File: src/hw/rtl/rbe_pkg.sv
// Shared types and constants for the RGB LED brightness bit encoder.
// No dependencies; every other file of the block refers to it by scoped name.
package rbe_pkg;

  localparam int unsigned ChanW      = 8;
  localparam int unsigned ProdW      = 2 * ChanW;
  localparam int unsigned WordW      = 3 * ChanW;
  localparam int unsigned CntW       = $clog2(WordW);
  localparam int unsigned TickW      = 4;
  localparam int unsigned CfgIdxW    = 2;
  localparam int unsigned CfgDataW   = 8;

  localparam logic [CntW-1:0]   LastCnt     = CntW'(WordW - 1);
  localparam logic [TickW-1:0]  TicksLong   = 4'd8;
  localparam logic [TickW-1:0]  TicksShort  = 4'd4;
  localparam logic [ChanW-1:0]  BrightReset = 8'd20;

  typedef enum logic [CfgIdxW-1:0] {
    CfgBrightness = 2'd0,
    CfgSwapRedGrn = 2'd1
  } cfg_idx_e;

  typedef struct packed {
    logic [ChanW-1:0] brightness;
    logic             swap_red_green;
  } cfg_t;

  typedef struct packed {
    logic busy;
    logic last;
    logic msb;
  } ser_stat_t;

endpackage

File: src/hw/rtl/rbe_if.sv
// Valid/ready channel interfaces for colors in and line symbols out.
// Depends on rbe_pkg for the field widths.
interface rbe_in_if;
  logic                      valid;
  logic                      ready;
  logic [rbe_pkg::ChanW-1:0] red;
  logic [rbe_pkg::ChanW-1:0] green;
  logic [rbe_pkg::ChanW-1:0] blue;

  modport source (output valid, output red, output green, output blue, input ready);
  modport sink   (input valid, input red, input green, input blue, output ready);
endinterface

interface rbe_out_if;
  logic                      valid;
  logic                      ready;
  logic [rbe_pkg::TickW-1:0] high_ticks;
  logic [rbe_pkg::TickW-1:0] low_ticks;
  logic                      last_symbol;

  modport source (output valid, output high_ticks, output low_ticks, output last_symbol,
                  input ready);
  modport sink   (input valid, input high_ticks, input low_ticks, input last_symbol,
                  output ready);
endinterface

File: src/hw/rtl/rgb_led_brightness_bit_encoder.sv
// RGB LED brightness bit encoder top level: config registers, lanes, merge, serializer.
// Depends on rbe_pkg, rbe_if, rbe_lane, rbe_merge and rbe_ser.
//
// Each accepted color produces 24 line symbols, one per output transfer, in GRB order
// (RGB when swapped), most significant bit first; the 24th carries last_symbol. Three
// lanes scale the channels by brightness/255 in parallel, in the cycle after the color
// is accepted; the serializer then loads the word into its register and emits one
// symbol per cycle while the output is ready. It reloads on the same edge that takes the
// last symbol, so with the output always ready the next color streams out with no gap.
// Configuration is sampled as a color enters the lanes (brightness) and as the
// serializer loads (red/green swap), so write it only while the block is idle.
module rgb_led_brightness_bit_encoder (
  input  logic                         clk_i,
  input  logic                         rst_ni,
  input  logic                         cfg_we_i,
  input  logic [rbe_pkg::CfgIdxW-1:0]  cfg_idx_i,
  input  logic [rbe_pkg::CfgDataW-1:0] cfg_wdata_i,
  rbe_in_if.sink                       in_i,
  rbe_out_if.source                    out_o
);

  rbe_pkg::cfg_t             cfg_q, cfg_d;
  logic                      s1_vld_q, s1_vld_d;
  logic                      in_fire, out_fire, ser_ready, ser_load;
  logic [rbe_pkg::ChanW-1:0] red_s, green_s, blue_s;
  logic [rbe_pkg::WordW-1:0] word;
  rbe_pkg::ser_stat_t        stat;

  always_comb begin
    cfg_d = cfg_q;
    if (cfg_we_i) begin
      case (rbe_pkg::cfg_idx_e'(cfg_idx_i))
        rbe_pkg::CfgBrightness: cfg_d.brightness     = cfg_wdata_i[rbe_pkg::ChanW-1:0];
        rbe_pkg::CfgSwapRedGrn: cfg_d.swap_red_green = cfg_wdata_i[0];
        default:                cfg_d                = cfg_q;
      endcase
    end
  end

  assign out_fire  = out_o.valid && out_o.ready;
  assign ser_ready = !stat.busy || (out_fire && stat.last);
  assign ser_load  = s1_vld_q && ser_ready;
  assign in_i.ready = !s1_vld_q || ser_ready;
  assign in_fire   = in_i.valid && in_i.ready;

  always_comb begin
    s1_vld_d = s1_vld_q;
    if (in_fire) begin
      s1_vld_d = 1'b1;
    end else if (ser_load) begin
      s1_vld_d = 1'b0;
    end
  end

  always_ff @(posedge clk_i or negedge rst_ni) begin
    if (!rst_ni) begin
      cfg_q.brightness     <= rbe_pkg::BrightReset;
      cfg_q.swap_red_green <= 1'b0;
      s1_vld_q             <= 1'b0;
    end else begin
      cfg_q    <= cfg_d;
      s1_vld_q <= s1_vld_d;
    end
  end

  rbe_lane u_lane_red (
    .clk_i    (clk_i),
    .en_i     (in_fire),
    .chan_i   (in_i.red),
    .bright_i (cfg_q.brightness),
    .scaled_o (red_s)
  );

  rbe_lane u_lane_green (
    .clk_i    (clk_i),
    .en_i     (in_fire),
    .chan_i   (in_i.green),
    .bright_i (cfg_q.brightness),
    .scaled_o (green_s)
  );

  rbe_lane u_lane_blue (
    .clk_i    (clk_i),
    .en_i     (in_fire),
    .chan_i   (in_i.blue),
    .bright_i (cfg_q.brightness),
    .scaled_o (blue_s)
  );

  rbe_merge u_merge (
    .cfg_i   (cfg_q),
    .red_i   (red_s),
    .green_i (green_s),
    .blue_i  (blue_s),
    .word_o  (word)
  );

  rbe_ser u_ser (
    .clk_i  (clk_i),
    .rst_ni (rst_ni),
    .load_i (ser_load),
    .take_i (out_fire),
    .word_i (word),
    .stat_o (stat)
  );

  assign out_o.valid       = stat.busy;
  assign out_o.high_ticks  = stat.msb ? rbe_pkg::TicksLong : rbe_pkg::TicksShort;
  assign out_o.low_ticks   = stat.msb ? rbe_pkg::TicksShort : rbe_pkg::TicksLong;
  assign out_o.last_symbol = stat.last;

  // A color that has entered the lanes is never dropped.
  a_s1_held: assert property (@(posedge clk_i) disable iff (!rst_ni)
    s1_vld_q && !ser_ready |=> s1_vld_q)
    else $error("lane stage lost a color");

  // The serializer never goes idle in the middle of a color.
  a_no_early_idle: assert property (@(posedge clk_i) disable iff (!rst_ni)
    out_fire && !stat.last |=> stat.busy)
    else $error("serializer stopped before the last symbol");

  // A transfer at the input always lands in the lane stage.
  a_in_lands: assert property (@(posedge clk_i) disable iff (!rst_ni)
    in_fire |=> s1_vld_q)
    else $error("accepted color missing from lane stage");

  // A loaded word starts at its first symbol.
  a_load_first: assert property (@(posedge clk_i) disable iff (!rst_ni)
    ser_load |=> stat.busy && !stat.last)
    else $error("serializer load did not restart the symbol count");

endmodule

File: src/hw/rtl/rbe_lane.sv
// One scaling lane: registers channel*brightness, then divides by 255.
// Depends on rbe_pkg for widths.
module rbe_lane (
  input  logic                      clk_i,
  input  logic                      en_i,
  input  logic [rbe_pkg::ChanW-1:0] chan_i,
  input  logic [rbe_pkg::ChanW-1:0] bright_i,
  output logic [rbe_pkg::ChanW-1:0] scaled_o
);

  logic [rbe_pkg::ProdW-1:0] prod_q, prod_d;
  logic [rbe_pkg::ProdW:0]   sum;

  assign prod_d = rbe_pkg::ProdW'(chan_i) * rbe_pkg::ProdW'(bright_i);

  always_ff @(posedge clk_i) begin
    if (en_i) begin
      prod_q <= prod_d;
    end
  end

  // Exact x/255 for any product of two 8-bit values: (x + (x >> 8) + 1) >> 8.
  assign sum = {1'b0, prod_q}
             + {{(rbe_pkg::ChanW + 1){1'b0}}, prod_q[rbe_pkg::ProdW-1:rbe_pkg::ChanW]}
             + {{rbe_pkg::ProdW{1'b0}}, 1'b1};
  assign scaled_o = sum[rbe_pkg::ProdW-1:rbe_pkg::ChanW];

endmodule

File: src/hw/rtl/rbe_merge.sv
// Merges the three lane results into one GRB word, with optional red/green swap.
// Depends on rbe_pkg for widths and the configuration struct.
module rbe_merge (
  input  rbe_pkg::cfg_t             cfg_i,
  input  logic [rbe_pkg::ChanW-1:0] red_i,
  input  logic [rbe_pkg::ChanW-1:0] green_i,
  input  logic [rbe_pkg::ChanW-1:0] blue_i,
  output logic [rbe_pkg::WordW-1:0] word_o
);

  always_comb begin
    if (cfg_i.swap_red_green) begin
      word_o = {red_i, green_i, blue_i};
    end else begin
      word_o = {green_i, red_i, blue_i};
    end
  end

endmodule

File: src/hw/rtl/rbe_ser.sv
// Serializer: shifts a GRB word out one bit per transfer, most significant first.
// Depends on rbe_pkg for widths and the status struct.
module rbe_ser (
  input  logic                      clk_i,
  input  logic                      rst_ni,
  input  logic                      load_i,
  input  logic                      take_i,
  input  logic [rbe_pkg::WordW-1:0] word_i,
  output rbe_pkg::ser_stat_t        stat_o
);

  logic [rbe_pkg::WordW-1:0] word_q, word_d;
  logic [rbe_pkg::CntW-1:0]  cnt_q, cnt_d;
  logic                      busy_q, busy_d;
  logic                      last;

  assign last = (cnt_q == rbe_pkg::LastCnt);

  always_comb begin
    word_d = word_q;
    cnt_d  = cnt_q;
    busy_d = busy_q;
    if (load_i) begin
      word_d = word_i;
      cnt_d  = '0;
      busy_d = 1'b1;
    end else if (take_i) begin
      word_d = {word_q[rbe_pkg::WordW-2:0], 1'b0};
      cnt_d  = cnt_q + 1'b1;
      if (last) begin
        busy_d = 1'b0;
      end
    end
  end

  always_ff @(posedge clk_i or negedge rst_ni) begin
    if (!rst_ni) begin
      busy_q <= 1'b0;
      cnt_q  <= '0;
    end else begin
      busy_q <= busy_d;
      cnt_q  <= cnt_d;
    end
  end

  always_ff @(posedge clk_i) begin
    word_q <= word_d;
  end

  assign stat_o.busy = busy_q;
  assign stat_o.last = last;
  assign stat_o.msb  = word_q[rbe_pkg::WordW-1];

endmodule

File: src/flat_wrapper.sv
// flat-port wrapper written by rule: the top's interface ports become plain ports
module rgb_led_brightness_bit_encoder_flat 
  (clk_i, rst_ni, cfg_we_i, cfg_idx_i, cfg_wdata_i, in_i_valid, in_i_red, in_i_green, in_i_blue, in_i_ready, out_o_valid, out_o_high_ticks, out_o_low_ticks, out_o_last_symbol, out_o_ready);
  rbe_in_if in_i_i ();
  rbe_out_if out_o_i ();
  input  logic clk_i;
  input  logic rst_ni;
  input  logic cfg_we_i;
  input  logic [rbe_pkg::CfgIdxW-1:0] cfg_idx_i;
  input  logic [rbe_pkg::CfgDataW-1:0] cfg_wdata_i;
  input wire logic [$bits(in_i_i.valid)-1:0] in_i_valid;
  input wire logic [$bits(in_i_i.red)-1:0] in_i_red;
  input wire logic [$bits(in_i_i.green)-1:0] in_i_green;
  input wire logic [$bits(in_i_i.blue)-1:0] in_i_blue;
  output wire logic [$bits(in_i_i.ready)-1:0] in_i_ready;
  output wire logic [$bits(out_o_i.valid)-1:0] out_o_valid;
  output wire logic [$bits(out_o_i.high_ticks)-1:0] out_o_high_ticks;
  output wire logic [$bits(out_o_i.low_ticks)-1:0] out_o_low_ticks;
  output wire logic [$bits(out_o_i.last_symbol)-1:0] out_o_last_symbol;
  input wire logic [$bits(out_o_i.ready)-1:0] out_o_ready;
  assign in_i_i.valid = in_i_valid;
  assign in_i_i.red = in_i_red;
  assign in_i_i.green = in_i_green;
  assign in_i_i.blue = in_i_blue;
  assign in_i_ready = in_i_i.ready;
  assign out_o_valid = out_o_i.valid;
  assign out_o_high_ticks = out_o_i.high_ticks;
  assign out_o_low_ticks = out_o_i.low_ticks;
  assign out_o_last_symbol = out_o_i.last_symbol;
  assign out_o_i.ready = out_o_ready;
  rgb_led_brightness_bit_encoder u_core (.clk_i(clk_i), .rst_ni(rst_ni), .cfg_we_i(cfg_we_i), .cfg_idx_i(cfg_idx_i), .cfg_wdata_i(cfg_wdata_i), .in_i(in_i_i), .out_o(out_o_i));
endmodule
File: config.mk
export PLATFORM = sky130hd
export DESIGN_NAME = rgb_led_brightness_bit_encoder_flat
export DESIGN_NICKNAME = d
export VERILOG_FILES = /design/src/hw/rtl/rbe_pkg.sv /design/src/hw/rtl/rbe_if.sv /design/src/hw/rtl/rgb_led_brightness_bit_encoder.sv /design/src/hw/rtl/rbe_lane.sv /design/src/hw/rtl/rbe_merge.sv /design/src/hw/rtl/rbe_ser.sv /design/src/flat_wrapper.sv
export SDC_FILE = /design/constraint.sdc
export NUM_CORES = 1
export LEC_CHECK = 0
export BUFFER_PORTS_ARGS = -buffer_cell sky130_fd_sc_hd__buf_2
export CAP_MARGIN = 20
export CORE_MARGIN = 10
export CORE_UTILIZATION = 60
export CTS_BUF_LIST = sky130_fd_sc_hd__clkbuf_4
export DETAILED_ROUTE_END_ITERATION = 6
export GPL_TIMING_DRIVEN = 0
export HOLD_SLACK_MARGIN = 0.08
export PLACE_DENSITY = 0.83
export SLEW_MARGIN = 10
export SYNTH_ARGS = -nofsm -noshare
export SYNTH_HDL_FRONTEND = slang
export SYNTH_SLANG_ARGS = --single-unit
File: constraint.sdc
create_clock -name clk_i -period 5.1 [get_ports clk_i]
set_input_delay 0.51 -clock clk_i [delete_from_list [all_inputs] [get_ports clk_i]]
set_output_delay 0.51 -clock clk_i [all_outputs]
set_load 0.005 [all_outputs]
## Yosys cells after proc, flatten, opt, wreduce, memory -nomap -nowiden

Cells that the tools add are included.

| word-level totals | value |
|---|---|
| logic and storage cells | 48 |
| bits in registers | 88 |
| output and inout bits | 11 |

| operators by class | value |
|---|---|
| eq/ne operators | 2 |
| reductions and logical operators | 15 |
| multiplexer cells | 12 |
| add/sub/neg operators | 7 |
| multiply operators | 3 |

Operator list:

| kind | number |
|---|---|
| 24-bit two-way mux | 3 |
| 16-bit by 1-bit adder with 16-bit output (second input constant) | 3 |
| 16-bit by 8-bit adder with 16-bit output | 3 |
| 8-bit by 8-bit multiplier with 16-bit output | 3 |
| 5-bit two-way mux | 2 |
| 4-bit two-way mux | 2 |
| 2-bit AND reduction | 3 |
| 2-bit nonzero test | 3 |
| 5-bit by 1-bit adder with 5-bit output (second input constant) | 1 |
| 5-bit == test (second input constant) | 1 |
| 1-bit two-way mux | 5 |
| 1-bit logical AND | 4 |
| 2-bit by 1-bit == test with 1-bit output (second input constant) | 1 |
| 1-bit logical NOT | 2 |
| 2-bit logical NOT | 1 |
| 1-bit logical OR | 2 |

## Longest topological paths before layout

| logic depth | value |
|---|---|
| depth after elaboration | 6 |
| gate-level depth with buffers | 17 |
| depth with buffers taken out | 16 |

## By module

Synthesis repeated with hierarchy kept, for this count alone.

| second synthesis, totals | value |
|---|---|
| cells, all modules | 1057 |
| area total of the unflattened synthesis | 11029.3 um^2 |

By module, submodules not included:

| module | seq. area each (um^2) | area each (um^2) | cells each | instances |
|---|---|---|---|---|
| rbe_lane (u_core.u_lane_blue) | 480.5 | 2969.1 | 308 | 1 |
| rbe_lane (u_core.u_lane_red) | 480.5 | 2950.3 | 311 | 1 |
| rbe_lane (u_core.u_lane_green) | 480.5 | 2854.0 | 293 | 1 |
| rbe_ser | 870.8 | 1475.2 | 84 | 1 |
| rgb_led_brightness_bit_encoder | 252.7 | 471.7 | 35 | 1 |
| rbe_merge | 0.0 | 309.0 | 26 | 1 |

## Worst setup path after synthesis

No wires, ideal clock.

| path | value |
|---|---|
| path type | reg2reg |
| start point | register u_core.cfg_q[3] (netlist name) |
| end point | register u_core.u_lane_red.prod_q[15] (netlist name), data pin |
| arrival time | 4156 ps |
| path slack | 684 ps |
| path buffers | 1 |
| stages on the path, launching flop included | 16 |
| cell sequence | dfstp_2 clkbuf_1 and2_1 fa_1 fa_1 fa_1 inv_1 fa_1 inv_1 ha_1 or2_2 a21oi_1 a21oi_1 a211oi_2 a21oi_1 xnor2_1 |

| between the ends | value |
|---|---|
| cells in the longest elaborated chain, start to end | 1 |

RTL lines:

| item | RTL line | source |
|---|---|---|
| from (decl) | rgb_led_brightness_bit_encoder.sv:22 | `rbe_pkg::cfg_t cfg_q, cfg_d;` |
| from (signal assigned) | rgb_led_brightness_bit_encoder.sv:61 | `cfg_q <= cfg_d;` |
| 8-bit by 8-bit multiplier with 16-bit output | rbe_lane.sv:14 | `assign prod_d = rbe_pkg::ProdW'(chan_i) * rbe_pkg::ProdW'(bright_i);` |
| net u_core.u_lane_red.prod_d (one bit) | rbe_lane.sv:11 | `logic [rbe_pkg::ProdW-1:0] prod_q, prod_d;` |
| to (signal assigned) | rbe_lane.sv:18 | `prod_q <= prod_d;` |
| to (decl) | rbe_lane.sv:11 |  |

The timed path passes the listed nets, and every way through them passes these cells.
A chain may end at the register's enable or synchronous reset.

## Worst setup path after layout

| path | value |
|---|---|
| start point | register u_core.cfg_q[5] (netlist name) |
| end point | register u_core.u_lane_red.prod_q[15] (netlist name), data pin |

The elaborated chain is that of the path after synthesis.

==> results.toml <==
[status]
run_status = "completed"

[logic_synthesis]
synth_top_family_by_area = "adder cells"
synth_adder_area_share = 0.359
synth_ff_type = "sky130_fd_sc_hd__edfxtp_1"
number_of_warnings_reported_in_the_yosys_synthesis_log = 0
synth_top_area_frac = 0.205
post_synthesis_compound_gate_area_fraction = 0.0792
post_synth_mux_area_share = 0.0172
synth_simple_gate_area_share = 0.183
synth-seq-cells = 88
mean_instance_size_in_the_synthesized_netlist_um2 = 9.86
synth_seq_area_share = 0.243
ys_types = 64
yosys.area.top_type = "sky130_fd_sc_hd__edfxtp_1"
synth_enable_flop_cells = 72
synthXorXnorAreaFrac = 0.0432
mappedNetlistArea_mm2 = 0.0106
synth_area_leaders = "sky130_fd_sc_hd__edfxtp_1 20%, sky130_fd_sc_hd__fa_1 20%, sky130_fd_sc_hd__ha_1 15%"
syn_inst = 1070
async_flop_share = 0.182

[placement]
io_buffer_count = 45
gp_congestion = 0.885
dp_hpwl_um = 18600

[sta]
max_clock_freq_mhz = 204
holdWs_ns = 0.214
finalHoldViolCount = 0
max_slew.worst_pin.slew_ns = 1.04
setup_total_negative_slack_ns = 0
finalSetupViolCount = 0
rsz0062_at_grt = "false"
finalWorstPathRequiredPeriod_ns = 4.90
skew_ns = 0.0296
finalMaxSlewViolations = 0
finalCritPeriodShare = 0.961
max_slew_margin = 0.308

[worst_setup_path]
cp.required_ns = 5.36
timing.critical_path.fanout_max = 10
crit_path_start_kind = "flop"
timing.critical_path.to_type = "flop"
worst-setup-path-type = "reg2reg"
worstPathArrival_ns = 5.16

[route]
drt_pass1_iterations = 5
route.detailed.wl_per_inst_um = 16.7
avgViaCountPerCell = 5.57
routed_wl_um = 22800
drt_iter0_markers = 501
antenna_violating_nets_post_route = 0
route.detailed.drc = 0
detailroute.via_count = 7593

[global_route]
grt_first_pass_wirelength_um = 38600
pin_count_of_the_biggest_net_entering_global_routing = 30
grt_pass1_vias = 7983
overall_fraction_of_global_route_tracks_in_use = 0.198
grt_antenna_before_repair = 2
global_route.overflow_total = 0

[hold_path]
hold_class = "in2reg"

[clock_network]
clk_latency_ns = 0.49
cts_sinks = 88
post_cts_buffers = 0
cts.clk_slew.worst_paths_ns = 0.17
tritoncts = "built"
cts.htree.levels = 3
cts_buffer_depth = 2
cts-buffers-inserted = 9
cts.root.buffer_cell = "sky130_fd_sc_hd__clkbuf_4"

[layout]
final_util = 0.650
number_of_nets_in_the_finished_design = 1408
layout.filler_cells = 1401
drive_above_1_share = 0.102
synthToLayoutAreaGrowth_pct = 6.58

[die]
pin_count = 50
core_area_mm2 = 0.0173
floorplan.die_area_mm2 = 0.0233
chipWidth_um = 153
die_height_um = 153
initial_utilization = 0.610
row_count = 48

[pwr]
internal_power_mw = 3.13
combPwrFrac = 0.739
power_switching_mw = 2.77
seqPwrFrac = 0.195
leakagePower_nw = 5.33
tot_pwr_mw = 5.90
power_density_mw_per_mm2 = 525
power_frac_clock = 0.067
worst_ir_drop_vdd_uv = 396
sw_frac_of_total = 0.470

[run]
maxCapViolations = 0
==> cell usage after synthesis (10+ instances only) <==
cell,n
sky130_fd_sc_hd__a21oi_1,23
sky130_fd_sc_hd__and2_1,154
sky130_fd_sc_hd__clkbuf_1,18
sky130_fd_sc_hd__dfrtp_1,14
sky130_fd_sc_hd__edfxtp_1,72
sky130_fd_sc_hd__fa_1,108
sky130_fd_sc_hd__ha_1,130
sky130_fd_sc_hd__inv_1,163
sky130_fd_sc_hd__nand2_1,96
sky130_fd_sc_hd__nand3_1,14
sky130_fd_sc_hd__nor2_1,36
sky130_fd_sc_hd__nor3_1,18
sky130_fd_sc_hd__o21ai_0,27
sky130_fd_sc_hd__o221ai_1,10
sky130_fd_sc_hd__xnor2_1,38
sky130_fd_sc_hd__xor2_1,14
==> sequential cells by signal (all words and copies together), names as in the netlist <==
register and flops:
u_core.u_ser.busy_q 1, u_core.u_lane_green.prod_q 16, u_core.s1_vld_q 1, u_core.u_ser.cnt_q 5, u_core.u_lane_blue.prod_q 16, u_core.cfg_q 9, u_core.u_ser.word_q 24, u_core.u_lane_red.prod_q 16
==> cell families (layout without fill, tap and decap cells) <==
logic type | Yosys count | count (layout)
simple gates | 363 | 363
buf+inv | 195 | 258
fa+ha+maj | 238 | 238
xor+xnor | 52 | 52
mux | 17 | 17
compound gates | 116 | 116
other cells | 1 | 6
flops | 88 | 88
==> critical path: stages (launching register included) <==
cell                       delay, ns
sky130_fd_sc_hd__dfstp_2        0.65
sky130_fd_sc_hd__clkbuf_2       0.27
sky130_fd_sc_hd__and2_1         0.19
sky130_fd_sc_hd__fa_1           0.45
sky130_fd_sc_hd__fa_1           0.52
sky130_fd_sc_hd__fa_1           0.49
sky130_fd_sc_hd__inv_1          0.05
sky130_fd_sc_hd__fa_1           0.47
sky130_fd_sc_hd__inv_1          0.04
sky130_fd_sc_hd__ha_1           0.31
sky130_fd_sc_hd__or2_2          0.33
sky130_fd_sc_hd__a21oi_1        0.15
sky130_fd_sc_hd__a21oi_1        0.08
sky130_fd_sc_hd__a211oi_2       0.27
sky130_fd_sc_hd__a21oi_1        0.12
sky130_fd_sc_hd__xnor2_1        0.29
==> routing by layer <==
| layer | global-route usage | share of wire |
|---|---|---|
| met2 | 0.333 | 0.48 |
| met3 | 0.0313 | 0.052 |
| met5 | 0 | 0 |
| met4 | 0.0990 | 0.040 |
| met1 | 0.243 | 0.43 |
==> what timing repair did <==
item	4_1_cts	5_1_grt
resized for setup	0	20
endpoints found under the setup margin	0	6
hold buffers	1	0
endpoints found under the hold margin	14	0
==> cells in the final DEF, fill, tap and decap left out, types with 4 or more instances in the layout <==
cell	count
sky130_fd_sc_hd__inv_1	163
sky130_fd_sc_hd__and2_1	153
sky130_fd_sc_hd__ha_1	130
sky130_fd_sc_hd__fa_1	108
sky130_fd_sc_hd__nand2_1	96
sky130_fd_sc_hd__edfxtp_1	72
sky130_fd_sc_hd__buf_2	49
sky130_fd_sc_hd__xnor2_1	38
sky130_fd_sc_hd__nor2_1	36
sky130_fd_sc_hd__o21ai_0	27
sky130_fd_sc_hd__a21oi_1	23
sky130_fd_sc_hd__nor3_1	18
sky130_fd_sc_hd__nand3_1	14
sky130_fd_sc_hd__xor2_1	14
sky130_fd_sc_hd__dfrtp_1	14
sky130_fd_sc_hd__clkbuf_2	10
sky130_fd_sc_hd__o221ai_1	10
sky130_fd_sc_hd__o21a_1	9
sky130_fd_sc_hd__mux2_2	9
sky130_fd_sc_hd__clkbuf_4	9
sky130_fd_sc_hd__clkbuf_1	8
sky130_fd_sc_hd__mux2i_1	8
sky130_fd_sc_hd__and3_1	7
sky130_fd_sc_hd__a211oi_1	7
sky130_fd_sc_hd__o211ai_1	7
sky130_fd_sc_hd__buf_4	7
sky130_fd_sc_hd__or3_1	6
sky130_fd_sc_hd__nand4_1	6
sky130_fd_sc_hd__nand2b_1	5
sky130_fd_sc_hd__nor3b_1	5
sky130_fd_sc_hd__o31ai_1	4
sky130_fd_sc_hd__conb_1	4
==> final timing paths <==
path	startpoint	to	slack, ns	depth (start not counted)
worst max-delay path	u_core.cfg_q[5]	u_core.u_lane_red.prod_q[15]	0.20	15
worst min-delay path	in_i_valid	u_core.s1_vld_q	0.21	2
worst max register to register	u_core.cfg_q[5]	u_core.u_lane_red.prod_q[15]	0.20	15
worst min register to register	u_core.u_ser.word_q[0]	u_core.u_ser.word_q[1]	0.54	2
max in group asynchronous	rst_ni	u_core.cfg_q[5]	4.28	2
min in group asynchronous	rst_ni	u_core.u_ser.cnt_q[3]	0.47	2
==> per-stage QoR <==
| stage | instance area, um2 | worst slack, ns | cells |
|---|---|---|---|
| floorplan | 10600 | 0.684 | 1073 |
| global placement | 11100 | 0.183 | 1343 |
| detailed placement | 11100 | 0.141 | 1344 |
| CTS | 11200 | 0.0711 | 1361 |
| global route | 11200 | 0.00624 | 1363 |
| finish | 11200 | 0.198 | 1363 |
==> area by class of cell <==
class	instances	area (um2)	area share
Clock inverter	7	60.1	0.00534
Inverter	163	612	0.0544
Tap cell	225	282	0.0250
Multi-Input combinational cell	790	7210	0.641
Antenna cell	2	5.00	0.000445
Timing Repair Buffer	47	255	0.0227
Buffer	32	186	0.0166
Sequential cell	88	2560	0.228
Clock buffer	9	67.6	0.00601
==> power by group through the flow <==
stage / Clock [mW] / Combinational [mW] / Sequential [mW]
detailed placement: 0 / 4.31 / 1.16
global placement: 0 / 4.15 / 1.16
floorplan: 0 / 3.41 / 1.13
global route: 0.426 / 5.00 / 1.15
finish: 0.393 / 4.36 / 1.15
CTS: 0.400 / 4.36 / 1.15
Note: power is estimated with default switching activity, not from simulation.
